$ cat config.mk
export PLATFORM = sky130hd
export DESIGN_NAME = chroma_row_upsampler
export DESIGN_NICKNAME = d
export VERILOG_FILES = /design/src/rtl/core/cru_pkg.sv /design/src/rtl/core/chroma_row_upsampler.sv /design/src/rtl/core/cru_front.sv /design/src/rtl/core/cru_queue.sv /design/src/rtl/core/cru_back.sv
export SDC_FILE = /design/constraint.sdc
export NUM_CORES = 1
export LEC_CHECK = 0
export BUFFER_PORTS_ARGS = -buffer_cell sky130_fd_sc_hd__buf_2
export CORE_MARGIN = 10
export CORE_UTILIZATION = 63
export CTS_CLUSTER_DIAMETER = 30
export DETAILED_ROUTE_END_ITERATION = 6
export GPL_TIMING_DRIVEN = 0
export HOLD_SLACK_MARGIN = 0.02
export PLACE_DENSITY = 0.81
export SLEW_MARGIN = 40
export SYNTH_ARGS = -nofsm -noshare
export SYNTH_HDL_FRONTEND = slang
export SYNTH_SLANG_ARGS = --single-unit
export TNS_END_PERCENT = 20
$ cat constraint.sdc
create_clock -name clk -period 6.4 [get_ports clk]
set_input_delay 0.64 -clock clk [delete_from_list [all_inputs] [get_ports clk]]
set_output_delay 0.64 -clock clk [all_outputs]
set_load 0.02 [all_outputs]
$ cat src/rtl/core/cru_pkg.sv
// ----------------------------------------------------------------------------
// cru_pkg
// Shared types and constants of the chroma row upsampler: payload words,
// the job word that travels from the front to the back, and mode codes.
// ----------------------------------------------------------------------------
package cru_pkg;

  // mode register codes; the unused code behaves as the separable mode
  localparam logic [1:0] MODE_VERT  = 2'd0;
  localparam logic [1:0] MODE_HORZ  = 2'd1;
  localparam logic [1:0] MODE_SEP   = 2'd2;
  localparam logic [1:0] MODE_RESET = MODE_SEP;

  // number of job entries between front and back
  localparam int QUEUE_DEPTH = 4;

  // rounding terms of the 3:1 filter
  localparam logic [9:0]  RND_QUARTER   = 10'd2;
  localparam logic [12:0] RND_SIXTEENTH = 13'd8;

  typedef struct packed {
    logic [7:0] near_sample;
    logic [7:0] far_sample;
    logic       row_end;
  } cru_in_t;

  typedef struct packed {
    logic [7:0] pixel;
    logic       run_last;
    logic       row_last;
  } cru_out_t;

  // one classified input: up to three bytes, index of the last one
  typedef struct packed {
    logic [7:0] pix0;
    logic [7:0] pix1;
    logic [7:0] pix2;
    logic [1:0] last_idx;
    logic       row_end;
  } cru_job_t;

  // queue head as seen by the back part
  typedef struct packed {
    logic     valid;
    cru_job_t job;
  } cru_head_t;

endpackage

$ cat src/rtl/core/chroma_row_upsampler.sv
// ----------------------------------------------------------------------------
// chroma_row_upsampler
// JPEG chroma upsampler with the 3:1 triangle filter: vertical blend,
// horizontal doubling or separable two-by-two doubling of one chroma row.
// ----------------------------------------------------------------------------
// Each input word carries one chroma column (near row sample, far row sample,
// row end mark) and yields one to three output bytes in row order; run_last
// marks the last byte of each input word and row_last the final byte of the
// row. The front takes a word whenever its job queue has room and works out
// all bytes of that word at once; the back drains the queue through a single
// output register at one byte per cycle while out_ready is high. The output
// byte rate thus sets the pace: one input word per cycle in vertical mode,
// fewer in the doubling modes, where a word yields up to two bytes, or up to
// three when it closes a row. An accepted word is written into the job queue
// and its first byte then loaded into the output register. The mode register
// is written through cfg_valid/cfg_data (always ready); the user must write
// it only while the block is idle, which the block does not enforce. Writes
// do not reset the row state. Code 3 acts as the separable mode.
// ----------------------------------------------------------------------------
module chroma_row_upsampler #(
  parameter int QueueDepth = cru_pkg::QUEUE_DEPTH
) (
  input  logic              clk,
  input  logic              rst,
  input  logic              cfg_valid,
  output logic              cfg_ready,
  input  logic [1:0]        cfg_data,
  input  logic              in_valid,
  output logic              in_ready,
  input  cru_pkg::cru_in_t  in_data,
  output logic              out_valid,
  input  logic              out_ready,
  output cru_pkg::cru_out_t out_data
);
  import cru_pkg::*;

  logic      push;
  cru_job_t  push_job;
  logic      queue_full;
  logic      pop;
  cru_head_t head;

  // register writes complete at once
  assign cfg_ready = 1'b1;

  // front: classify each word into a job of output bytes
  cru_front u_front (
    .clk        (clk),
    .rst        (rst),
    .cfg_valid  (cfg_valid),
    .cfg_data   (cfg_data),
    .in_valid   (in_valid),
    .in_ready   (in_ready),
    .in_data    (in_data),
    .queue_full (queue_full),
    .push       (push),
    .push_job   (push_job)
  );

  // hold jobs so that input and output can stall on their own
  cru_queue #(
    .Depth (QueueDepth)
  ) u_queue (
    .clk      (clk),
    .rst      (rst),
    .push     (push),
    .push_job (push_job),
    .full     (queue_full),
    .pop      (pop),
    .head     (head)
  );

  // back: issue job bytes one per cycle while out_ready allows
  cru_back u_back (
    .clk       (clk),
    .rst       (rst),
    .head      (head),
    .pop       (pop),
    .out_valid (out_valid),
    .out_ready (out_ready),
    .out_data  (out_data)
  );

  // a row only closes on the last byte of a word
  a_row_last_run: assert property (@(posedge clk) disable iff (rst)
    out_valid && out_data.row_last |-> out_data.run_last)
    else $error("row_last without run_last");

  // a full queue holds off input
  a_full_stall: assert property (@(posedge clk) disable iff (rst)
    queue_full |-> !in_ready)
    else $error("input taken while the queue is full");

endmodule

$ cat src/rtl/core/cru_front.sv
// ----------------------------------------------------------------------------
// cru_front
// Accept words, hold the mode register and the row state, and turn each
// word into a job of one to three output bytes.
// ----------------------------------------------------------------------------
module cru_front (
  input  logic             clk,
  input  logic             rst,
  input  logic             cfg_valid,
  input  logic [1:0]       cfg_data,
  input  logic             in_valid,
  output logic             in_ready,
  input  cru_pkg::cru_in_t in_data,
  input  logic             queue_full,
  output logic             push,
  output cru_pkg::cru_job_t push_job
);
  import cru_pkg::*;

  logic [1:0]  mode;
  logic [9:0]  previous_value;
  logic        row_start;
  logic [9:0]  previous_value_next;

  logic [7:0]  n;
  logic [7:0]  p8;
  logic [9:0]  t;
  logic [9:0]  t_rnd;
  logic [7:0]  rim_pix;
  logic [9:0]  h_lead;
  logic [9:0]  h_trail;
  logic [12:0] s_lead;
  logic [12:0] s_trail;

  assign in_ready = !queue_full;
  assign push     = in_valid && in_ready;

  assign n       = in_data.near_sample;
  assign p8      = previous_value[7:0];
  assign t       = {2'b00, n} + {1'b0, n, 1'b0} + {2'b00, in_data.far_sample};
  assign t_rnd   = t + RND_QUARTER;
  assign rim_pix = t_rnd[9:2];
  assign h_lead  = {2'b00, p8} + {1'b0, p8, 1'b0} + {2'b00, n} + RND_QUARTER;
  assign h_trail = {2'b00, n} + {1'b0, n, 1'b0} + {2'b00, p8} + RND_QUARTER;
  assign s_lead  = {3'b000, previous_value} + {2'b00, previous_value, 1'b0}
                 + {3'b000, t} + RND_SIXTEENTH;
  assign s_trail = {3'b000, t} + {2'b00, t, 1'b0}
                 + {3'b000, previous_value} + RND_SIXTEENTH;

  always_comb begin
    push_job         = '0;
    push_job.row_end = in_data.row_end;
    previous_value_next = t;
    case (mode)
      MODE_VERT: begin
        push_job.pix0     = rim_pix;
        push_job.last_idx = 2'd0;
      end
      MODE_HORZ: begin
        previous_value_next = {2'b00, n};
        if (row_start) begin
          push_job.pix0     = n;
          push_job.pix1     = n;
          push_job.last_idx = in_data.row_end ? 2'd1 : 2'd0;
        end else if (in_data.row_end) begin
          // uneven weighting: the leading blend repeats, then copy the edge
          push_job.pix0     = h_lead[9:2];
          push_job.pix1     = h_lead[9:2];
          push_job.pix2     = n;
          push_job.last_idx = 2'd2;
        end else begin
          push_job.pix0     = h_lead[9:2];
          push_job.pix1     = h_trail[9:2];
          push_job.last_idx = 2'd1;
        end
      end
      default: begin
        if (row_start) begin
          push_job.pix0     = rim_pix;
          push_job.pix1     = rim_pix;
          push_job.last_idx = in_data.row_end ? 2'd1 : 2'd0;
        end else begin
          push_job.pix0     = s_lead[11:4];
          push_job.pix1     = s_trail[11:4];
          push_job.pix2     = rim_pix;
          push_job.last_idx = in_data.row_end ? 2'd2 : 2'd1;
        end
      end
    endcase
  end

  always_ff @(posedge clk) begin
    if (rst) begin
      mode           <= MODE_RESET;
      previous_value <= '0;
      row_start      <= 1'b1;
    end else begin
      if (cfg_valid) begin
        mode <= cfg_data;
      end
      if (push) begin
        previous_value <= previous_value_next;
        row_start      <= in_data.row_end;
      end
    end
  end

  // a row's first word never yields three bytes
  a_first_short: assert property (@(posedge clk) disable iff (rst)
    push && row_start |-> push_job.last_idx != 2'd2)
    else $error("row start job with three bytes");

  // vertical mode always yields exactly one byte
  a_vert_single: assert property (@(posedge clk) disable iff (rst)
    push && mode == MODE_VERT |-> push_job.last_idx == 2'd0)
    else $error("vertical job with more than one byte");

endmodule

$ cat src/rtl/core/cru_queue.sv
// ----------------------------------------------------------------------------
// cru_queue
// Short job queue between the front and the back part.
// ----------------------------------------------------------------------------
module cru_queue #(
  parameter int Depth = cru_pkg::QUEUE_DEPTH
) (
  input  logic               clk,
  input  logic               rst,
  input  logic               push,
  input  cru_pkg::cru_job_t  push_job,
  output logic               full,
  input  logic               pop,
  output cru_pkg::cru_head_t head
);
  import cru_pkg::*;

  localparam int PtrW = (Depth > 1) ? $clog2(Depth) : 1;
  localparam int CntW = $clog2(Depth + 1);
  localparam logic [PtrW-1:0] PtrLast = PtrW'(Depth - 1);
  localparam logic [CntW-1:0] CntFull = CntW'(Depth);

  cru_job_t        entries [Depth];
  logic [PtrW-1:0] wr_ptr;
  logic [PtrW-1:0] rd_ptr;
  logic [CntW-1:0] count;

  assign full       = (count == CntFull);
  assign head.valid = (count != '0);
  assign head.job   = entries[rd_ptr];

  always_ff @(posedge clk) begin
    if (push) begin
      entries[wr_ptr] <= push_job;
    end
  end

  always_ff @(posedge clk) begin
    if (rst) begin
      wr_ptr <= '0;
      rd_ptr <= '0;
      count  <= '0;
    end else begin
      if (push) begin
        wr_ptr <= (wr_ptr == PtrLast) ? '0 : wr_ptr + 1'b1;
      end
      if (pop) begin
        rd_ptr <= (rd_ptr == PtrLast) ? '0 : rd_ptr + 1'b1;
      end
      case ({push, pop})
        2'b10:   count <= count + 1'b1;
        2'b01:   count <= count - 1'b1;
        default: count <= count;
      endcase
    end
  end

  a_no_overflow: assert property (@(posedge clk) disable iff (rst)
    push && !pop |-> count != CntFull)
    else $error("queue overflow");

  a_no_underflow: assert property (@(posedge clk) disable iff (rst)
    pop |-> count != '0)
    else $error("queue underflow");

  a_ptr_gap: assert property (@(posedge clk) disable iff (rst)
    count == '0 |-> wr_ptr == rd_ptr)
    else $error("empty queue with unequal pointers");

endmodule

$ cat src/rtl/core/cru_back.sv
// ----------------------------------------------------------------------------
// cru_back
// Walk the head job one byte per cycle, while out_ready allows, into the
// output register; drop the job once its last byte is loaded.
// ----------------------------------------------------------------------------
module cru_back (
  input  logic               clk,
  input  logic               rst,
  input  cru_pkg::cru_head_t head,
  output logic               pop,
  output logic               out_valid,
  input  logic               out_ready,
  output cru_pkg::cru_out_t  out_data
);
  import cru_pkg::*;

  logic [1:0] idx;
  logic       load;
  logic       at_last;
  logic [7:0] sel_pix;

  assign load    = head.valid && (!out_valid || out_ready);
  assign at_last = (idx == head.job.last_idx);
  assign pop     = load && at_last;

  always_comb begin
    case (idx)
      2'd0:    sel_pix = head.job.pix0;
      2'd1:    sel_pix = head.job.pix1;
      default: sel_pix = head.job.pix2;
    endcase
  end

  always_ff @(posedge clk) begin
    if (load) begin
      out_data.pixel    <= sel_pix;
      out_data.run_last <= at_last;
      out_data.row_last <= at_last && head.job.row_end;
    end
  end

  always_ff @(posedge clk) begin
    if (rst) begin
      out_valid <= 1'b0;
      idx       <= '0;
    end else begin
      if (load) begin
        out_valid <= 1'b1;
        idx       <= at_last ? 2'd0 : idx + 2'd1;
      end else if (out_ready) begin
        out_valid <= 1'b0;
      end
    end
  end

  a_idx_in_job: assert property (@(posedge clk) disable iff (rst)
    head.valid |-> idx <= head.job.last_idx)
    else $error("byte index past end of job");

  a_idx_idle: assert property (@(posedge clk) disable iff (rst)
    !head.valid |-> idx == 2'd0)
    else $error("byte index left open without a job");

endmodule
==> impl_metrics.env, run 1 <==
export IMPL_worst_clock_skew_ns=0.0123
export IMPL_final_min_clock_period_ns=6.24
export IMPL_fp_coreArea_mm2=0.0140
export IMPL_power_density_cell_area_mw_per_mm2=501
export IMPL_hold_buffers=0
export IMPL_firstDrtPassIters=6
export IMPL_edff_count_synth=118
export IMPL_synth_compound_area_share_pct=11.4
export IMPL_place_gp_congestion=0.964
export IMPL_cells_after_synth=776
export IMPL_criticalPathCategory="in2reg"
export IMPL_clock_tree_root_cell="sky130_fd_sc_hd__clkbuf_16"
export IMPL_final_layout_size_suffix_gt1_share_pct=13.9
export IMPL_synth_async_reset_ratio_pct=0
export IMPL_synthTopCellsByArea="sky130_fd_sc_hd__edfxtp_1, sky130_fd_sc_hd__ha_1, sky130_fd_sc_hd__mux4_2, sky130_fd_sc_hd__dfxtp_1, sky130_fd_sc_hd__fa_1"
export IMPL_design_die_area_mm2=0.0197
export IMPL_wire_per_inst_um=21.3
export IMPL_nNetsFinal=974
export IMPL_die_height_um=140
export IMPL_worst_case_vdd_ir_drop_mv=0.411
export IMPL_post_synth_and_or_nand_nor_area_fraction_pct=9.74
export IMPL_grt_usage_pct=22.2
export IMPL_hpwl_um=16800
export IMPL_synth_top_area_share_pct=38.8
export IMPL_yosysTopAreaCell="sky130_fd_sc_hd__edfxtp_1"
export IMPL_syn_nets=916
export IMPL_wire_length_of_the_first_global_routing_pass_um=34600
export IMPL_io_pin_count=37
export IMPL_clk_transition_reported_paths_ns=0.06
export IMPL_clkLatencyLatePin_ns=0.42
export IMPL_initial_core_util_pct=65.0
export IMPL_rsz_0062_raised_after_global_routing="yes"
export IMPL_synth_xor_area_share_pct=5.26
export IMPL_count_of_vias_placed_by_the_detailed_router=6409
export IMPL_tritoncts_num_buffers=17
export IMPL_period_share_pct=97.5
export IMPL_buffer_ports_inserted=35
export IMPL_layout_area_overhead_pct=11.6
export IMPL_postSynth_topFlopCell="sky130_fd_sc_hd__edfxtp_1"
export IMPL_fp_dieW_um=140
export IMPL_cts_tree="built"
export IMPL_antenna_found_initial=2
export IMPL_first_iter_violations=504
export IMPL_finalSetupViolCount=0
export IMPL_transition_at_the_pin_with_the_smallest_max_transition_slack_ns=0.744
export IMPL_synthMostInstantiatedCell="sky130_fd_sc_hd__edfxtp_1"
export IMPL_synth_top_cells_by_count="sky130_fd_sc_hd__edfxtp_1, sky130_fd_sc_hd__ha_1, sky130_fd_sc_hd__inv_1"
export IMPL_overflow=0
export IMPL_grt_pass1_vias=6559
export IMPL_synth_area_per_cell_um2=11.8
export IMPL_hold_crit_path_type="in2reg"
export IMPL_synth_lib_cells_used_distinct=60
export IMPL_drc=0
export IMPL_worst_endpoint_required_ns=6.51
export IMPL_worstSetupEndpointType="flop"
export IMPL_synth_top_family_by_area="adder cells"
export IMPL_final_max_slew_violation_count=0
export IMPL_grt_start_max_net_pins=28
export IMPL_core_rowCount=43
export IMPL_synth_cell_area_mm2=0.00913
export IMPL_detail_route_wirelength_um=21900
export IMPL_slew_headroom_pct=50.4
export IMPL_ys_seq_elements=143
export IMPL_viasPerCell=6.23
export IMPL_fillCellCount=990
export IMPL_worstSetupStartpointType="primary input"
export IMPL_yosysWarnings=0
export IMPL_muxShareOfSynthArea_pct=7.54
export IMPL_hold_depth=3
export IMPL_synthAdderAreaFrac_pct=18.0
export IMPL_finish_utilization_pct=72.6
export IMPL_cts_htree_levels=4
export IMPL_worstPathMaxFanout=8
export IMPL_worst_endpoint_arrival_ns=6.35
export IMPL_power_leakage_nw=4.09
export IMPL_tritoncts_num_sinks=143
export IMPL_outcome="complete, no violations"
export IMPL_total_power_mw=5.11
export IMPL_synth_sequential_area_ratio_pct=44.3
export IMPL_drtAntennaViolNets=0
export IMPL_cts_path_max_buffers=2
export IMPL_r2r_worst_path_cells=14
export IMPL_number_of_violations_of_the_max_capacitance_limit=0
export IMPL_timing_fmax_mhz=160
export IMPL_timing_final_hold_violations=0
power breakdown:
group | switching (mW) | leakage (nW) | internal [mW]
Sequential | 0.0855 | 1.31 | 1.31
Combinational | 1.65 | 2.52 | 1.15
Clock | 0.380 | 0.257 | 0.536
Total | 2.11 | 4.09 | 3.00
final cells by class:
type / instances / area (um2) / share of cell area, %
Multi-Input combinational cell: 543 / 4820 / 47.3
Sequential cell: 143 / 4040 / 39.7
Clock buffer: 20 / 437 / 4.29
Inverter: 62 / 233 / 2.28
Tap cell: 180 / 225 / 2.21
Timing Repair Buffer: 39 / 208 / 2.04
Clock inverter: 12 / 113 / 1.11
Buffer: 28 / 113 / 1.11
Antenna cell: 1 / 2.50 / 0.0246
registers in the layout, indices dropped and copies added (netlist names), named ones only:
signal / count
u_queue.rd_ptr: 2
u_queue.count: 3
u_queue.entries: 108
u_back.out_valid: 1
u_back.idx: 2
u_front.mode: 2
u_front.row_start: 1
u_back.out_data: 10
u_queue.wr_ptr: 2
u_front.previous_value: 10
per-layer routing:
layer	GRT usage (%)	vias to the layer above	share of wire, %
li1	-	2973	-
met1	27.0	3124	41
met2	36.1	246	49
met3	4.94	64	5.8
met4	11.8	2	3.8
met5	0	-	0.059
path summary, 6_finish.rpt:
| path | endpoint | slack (ns) | start |
|---|---|---|---|
| setup / recovery | u_queue.entries[0][18] | 0.16 | in_data[11] |
| hold / removal | u_front.mode[1] | 0.45 | cfg_data[1] |
| setup reg to reg | u_queue.entries[0][26] | 2.20 | u_front.previous_value[4] |
| hold reg to reg | u_back.out_valid | 0.47 | u_back.out_valid |
cells by family (layout without fill, tap and decap cells):
| family | after synthesis | after routing |
|---|---|---|
| fa+ha+maj | 116 | 116 |
| compound gates | 153 | 153 |
| other cells | 1 | 2 |
| flops | 143 | 143 |
| simple gates | 187 | 187 |
| xor+xnor | 51 | 51 |
| mux | 35 | 35 |
| buf+inv | 90 | 161 |
cell usage in the layout (no fill, tap or decap), types with 7 or more instances in the layout:
master,Yosys,final
sky130_fd_sc_hd__buf_2,3,37
sky130_fd_sc_hd__edfxtp_1,118,118
sky130_fd_sc_hd__clkbuf_1,18,21
sky130_fd_sc_hd__mux2i_1,8,8
sky130_fd_sc_hd__a221o_1,10,10
sky130_fd_sc_hd__clkbuf_16,0,17
sky130_fd_sc_hd__xor2_1,22,21
sky130_fd_sc_hd__nand2_1,48,48
sky130_fd_sc_hd__dfxtp_1,25,25
sky130_fd_sc_hd__nor3_1,18,18
sky130_fd_sc_hd__ha_1,91,91
sky130_fd_sc_hd__o211ai_1,8,8
sky130_fd_sc_hd__a211oi_1,12,11
sky130_fd_sc_hd__xnor2_1,26,24
sky130_fd_sc_hd__a22o_1,7,7
sky130_fd_sc_hd__mux4_2,27,27
sky130_fd_sc_hd__nor2b_1,20,20
sky130_fd_sc_hd__a21o_1,10,10
sky130_fd_sc_hd__and3_1,11,7
sky130_fd_sc_hd__o21ai_1,7,7
sky130_fd_sc_hd__inv_1,59,59
sky130_fd_sc_hd__o21ai_0,27,27
sky130_fd_sc_hd__a21oi_1,37,37
sky130_fd_sc_hd__nor2_1,55,54
sky130_fd_sc_hd__fa_1,25,25
sky130_fd_sc_hd__nand3_1,9,9
through the flow:
step / setup TNS [ns] / hold slack (ns) / instances / setup slack, ns / area (um2)
6_report: 0 / 0.448 / 1028 / 0.160 / 10200
4_1_cts: 0 / 0.435 / 1023 / 0.0401 / 10100
3_5_place_dp: -11.80 / 0.463 / 991 / -0.591 / 9540
3_3_place_gp: -9.75 / 0.452 / 991 / -0.553 / 9530
2_1_floorplan: 0 / 0.454 / 776 / 0.572 / 9130
5_1_grt: -0.164 / 0.468 / 1027 / -0.0237 / 10200
critical path, stage by stage:
cell,delay (ns)
sky130_fd_sc_hd__clkbuf_4,0.18
sky130_fd_sc_hd__ha_1,0.29
sky130_fd_sc_hd__a21oi_1,0.23
sky130_fd_sc_hd__nor2b_1,0.09
sky130_fd_sc_hd__nor2_1,0.12
sky130_fd_sc_hd__xnor2_1,0.20
sky130_fd_sc_hd__ha_1,0.34
sky130_fd_sc_hd__and3_1,0.20
sky130_fd_sc_hd__a221o_1,0.36
sky130_fd_sc_hd__or2_2,0.34
sky130_fd_sc_hd__xor2_4,0.25
sky130_fd_sc_hd__inv_1,0.15
sky130_fd_sc_hd__fa_1,0.53
sky130_fd_sc_hd__inv_1,0.04
sky130_fd_sc_hd__ha_1,0.30
sky130_fd_sc_hd__ha_1,0.35
sky130_fd_sc_hd__nand4_1,0.12
sky130_fd_sc_hd__o2111ai_2,0.27
sky130_fd_sc_hd__a21oi_1,0.16
sky130_fd_sc_hd__o21bai_1,0.23
sky130_fd_sc_hd__a21o_1,0.21
sky130_fd_sc_hd__nand3_1,0.11
sky130_fd_sc_hd__and3_1,0.18
sky130_fd_sc_hd__mux2i_1,0.21
sky130_fd_sc_hd__o311ai_2,0.23
what timing repair did:
item                                   4_1_cts  5_1_grt
setup endpoints to repair                   12       20
endpoints found under the hold margin        0        0
setup buffers                                0        4
pin swaps                                    0        3
gates resized for setup                      1       10
Power figures use the tool's default switching activity.
==> run 2: changes to the inputs <==
--- a/config.mk
+++ b/config.mk
@@ -12,7 +12,7 @@
 export DETAILED_ROUTE_END_ITERATION = 6
 export GPL_TIMING_DRIVEN = 0
 export HOLD_SLACK_MARGIN = 0.02
-export PLACE_DENSITY = 0.81
+export PLACE_DENSITY = 0.87
 export SLEW_MARGIN = 40
 export SYNTH_ARGS = -nofsm -noshare
 export SYNTH_HDL_FRONTEND = slang
==> impl_metrics.env, run 2 (synthesized netlist as in run 1, its figures left out) <==
export IMPL_final_min_clock_period_ns=6.17
export IMPL_nNetsFinal=970
export IMPL_clkLatencyLatePin_ns=0.42
export IMPL_hold_depth=3
export IMPL_buffer_ports_inserted=35
export IMPL_fp_coreArea_mm2=0.0140
export IMPL_wire_length_of_the_first_global_routing_pass_um=36400
export IMPL_regMostFlops="u_queue.entries"
export IMPL_fin_area_mm2=0.0102
export IMPL_hold_crit_path_type="in2reg"
export IMPL_worstSetupEndpointType="flop"
export IMPL_finalSetupViolCount=0
export IMPL_crit_path_max_incr_delay_ns=0.54
export IMPL_power_density_cell_area_mw_per_mm2=509
export IMPL_worst_endpoint_required_ns=6.51
export IMPL_first_iter_violations=563
export IMPL_crit_path_frequent_cell="sky130_fd_sc_hd__ha_1"
export IMPL_design_die_area_mm2=0.0197
export IMPL_transition_at_the_pin_with_the_smallest_max_transition_slack_ns=0.779
export IMPL_overflow=0
export IMPL_cts_setup_buffers=0
export IMPL_criticalPathCategory="in2reg"
export IMPL_cts_htree_levels=4
export IMPL_commonest_cells_after_routing_fill_and_taps_aside="sky130_fd_sc_hd__edfxtp_1, sky130_fd_sc_hd__ha_1, sky130_fd_sc_hd__inv_1, sky130_fd_sc_hd__nor2_1, sky130_fd_sc_hd__nand2_1"
export IMPL_grt_usage_pct=23.1
export IMPL_layout_area_overhead_pct=11.6
export IMPL_number_of_violations_of_the_max_capacitance_limit=0
export IMPL_worst_case_vdd_ir_drop_mv=0.613
export IMPL_critPathSlowestCell="sky130_fd_sc_hd__fa_1"
export IMPL_r2r_worst_path_cells=14
export IMPL_worst_clock_skew_ns=0.00775
export IMPL_worst_endpoint_arrival_ns=6.28
export IMPL_drc=0
export IMPL_core_rowCount=43
export IMPL_timing_final_hold_violations=0
export IMPL_tritoncts_num_sinks=143
export IMPL_drtAntennaViolNets=0
export IMPL_slew_headroom_pct=47.7
export IMPL_antenna_found_initial=0
export IMPL_wire_per_inst_um=22.1
export IMPL_grt_pass1_vias=6735
export IMPL_initial_core_util_pct=65.0
export IMPL_tritoncts_num_buffers=17
export IMPL_grt_start_max_net_pins=28
export IMPL_period_share_pct=96.3
export IMPL_worst_r2r_setup_slack_ns=2.20
export IMPL_largest_register_ff_count=108
export IMPL_placed_cell_area_mm2=0.00954
export IMPL_fp_dieW_um=140
export IMPL_count_of_vias_placed_by_the_detailed_router=6556
export IMPL_viasPerCell=6.41
export IMPL_final_layout_size_suffix_gt1_share_pct=13.5
export IMPL_clock_tree_root_cell="sky130_fd_sc_hd__clkbuf_16"
export IMPL_firstDrtPassIters=5
export IMPL_outcome="complete, no violations"
export IMPL_final_max_slew_violation_count=0
export IMPL_power_leakage_nw=4.09
export IMPL_detail_route_wirelength_um=22600
export IMPL_clk_transition_reported_paths_ns=0.06
export IMPL_place_gp_congestion=0.988
export IMPL_num_antenna_cells=0
export IMPL_worstSetupStartpointType="primary input"
export IMPL_timing_fmax_mhz=162
export IMPL_die_height_um=140
export IMPL_finish_utilization_pct=72.5
export IMPL_hpwl_um=16500
export IMPL_biggestRegsByFlops="u_queue.entries x108, u_back.out_data x10, u_front.previous_value x10"
export IMPL_cts_path_max_buffers=2
export IMPL_final_common_cell="sky130_fd_sc_hd__edfxtp_1"
export IMPL_io_pin_count=37
export IMPL_worstPathMaxFanout=8
export IMPL_cts_tree="built"
-- run 2: per-stage QoR --
step / hold slack [ns] / cells / setup WS [ns] / power [mW] / TNS [ns]
final: 0.453 / 1023 / 0.235 / 5.19 / 0
after global routing: 0.450 / 1023 / -0.0456 / 5.51 / -0.178
after CTS: 0.438 / 1023 / 0.00288 / 5.12 / 0
after detailed placement: 0.462 / 991 / -0.616 / 4.10 / -12.22
after global placement: 0.452 / 991 / -0.509 / 3.94 / -8.24
after floorplan: 0.454 / 776 / 0.572 / 3.36 / 0
-- run 2: worst paths after layout --
path	start	to
min	cfg_data[1]	u_front.mode[1]
min reg2reg	u_back.out_valid	u_back.out_valid
max reg2reg	u_front.previous_value[3]	u_queue.entries[0][26]
max	in_data[11]	u_queue.entries[2][18]
-- run 2: repair_timing --
item                                    4_1_cts  5_1_grt
endpoints found under the setup margin       20       24
gates cloned                                  0        0
hold buffers                                  0        0
pin swaps                                     0        2
resized for setup                             1        7
-- run 2: final cells by class --
cell class	count	area [um2]
buffer	28	113
inverter	62	233
timing repair buffer	35	175
sequential	143	4040
tap	180	225
clock buffer	18	429
multi-input combinational	543	4800
fill	929	3850
clock inverter	14	164
-- run 2: critical path, delay by kind of cell --
kind                       cells  cell delay, ns
AOI/OAI and AO/OA              7            1.58
muxes                          1            0.19
buffers and inverters          3            0.41
and+or+nand+nor                7            1.15
adders and majority gates      5            1.81
xor gates and xnor gates       2            0.47
-- run 2: where the power goes --
part	leakage [nW]	internal, mW	switching (mW)
Sequential	1.31	1.32	0.0938
Combinational	2.50	1.12	1.66
Clock	0.278	0.612	0.386
-- run 2: routing by layer --
layer  up-vias  GRT usage (%)  wire (um)
met5         -              0          0
met4         0           8.86        662
met3        42           4.97       1490
met2       300           39.0      11500
met1      3255           28.2       9000
li1       2959              -          -
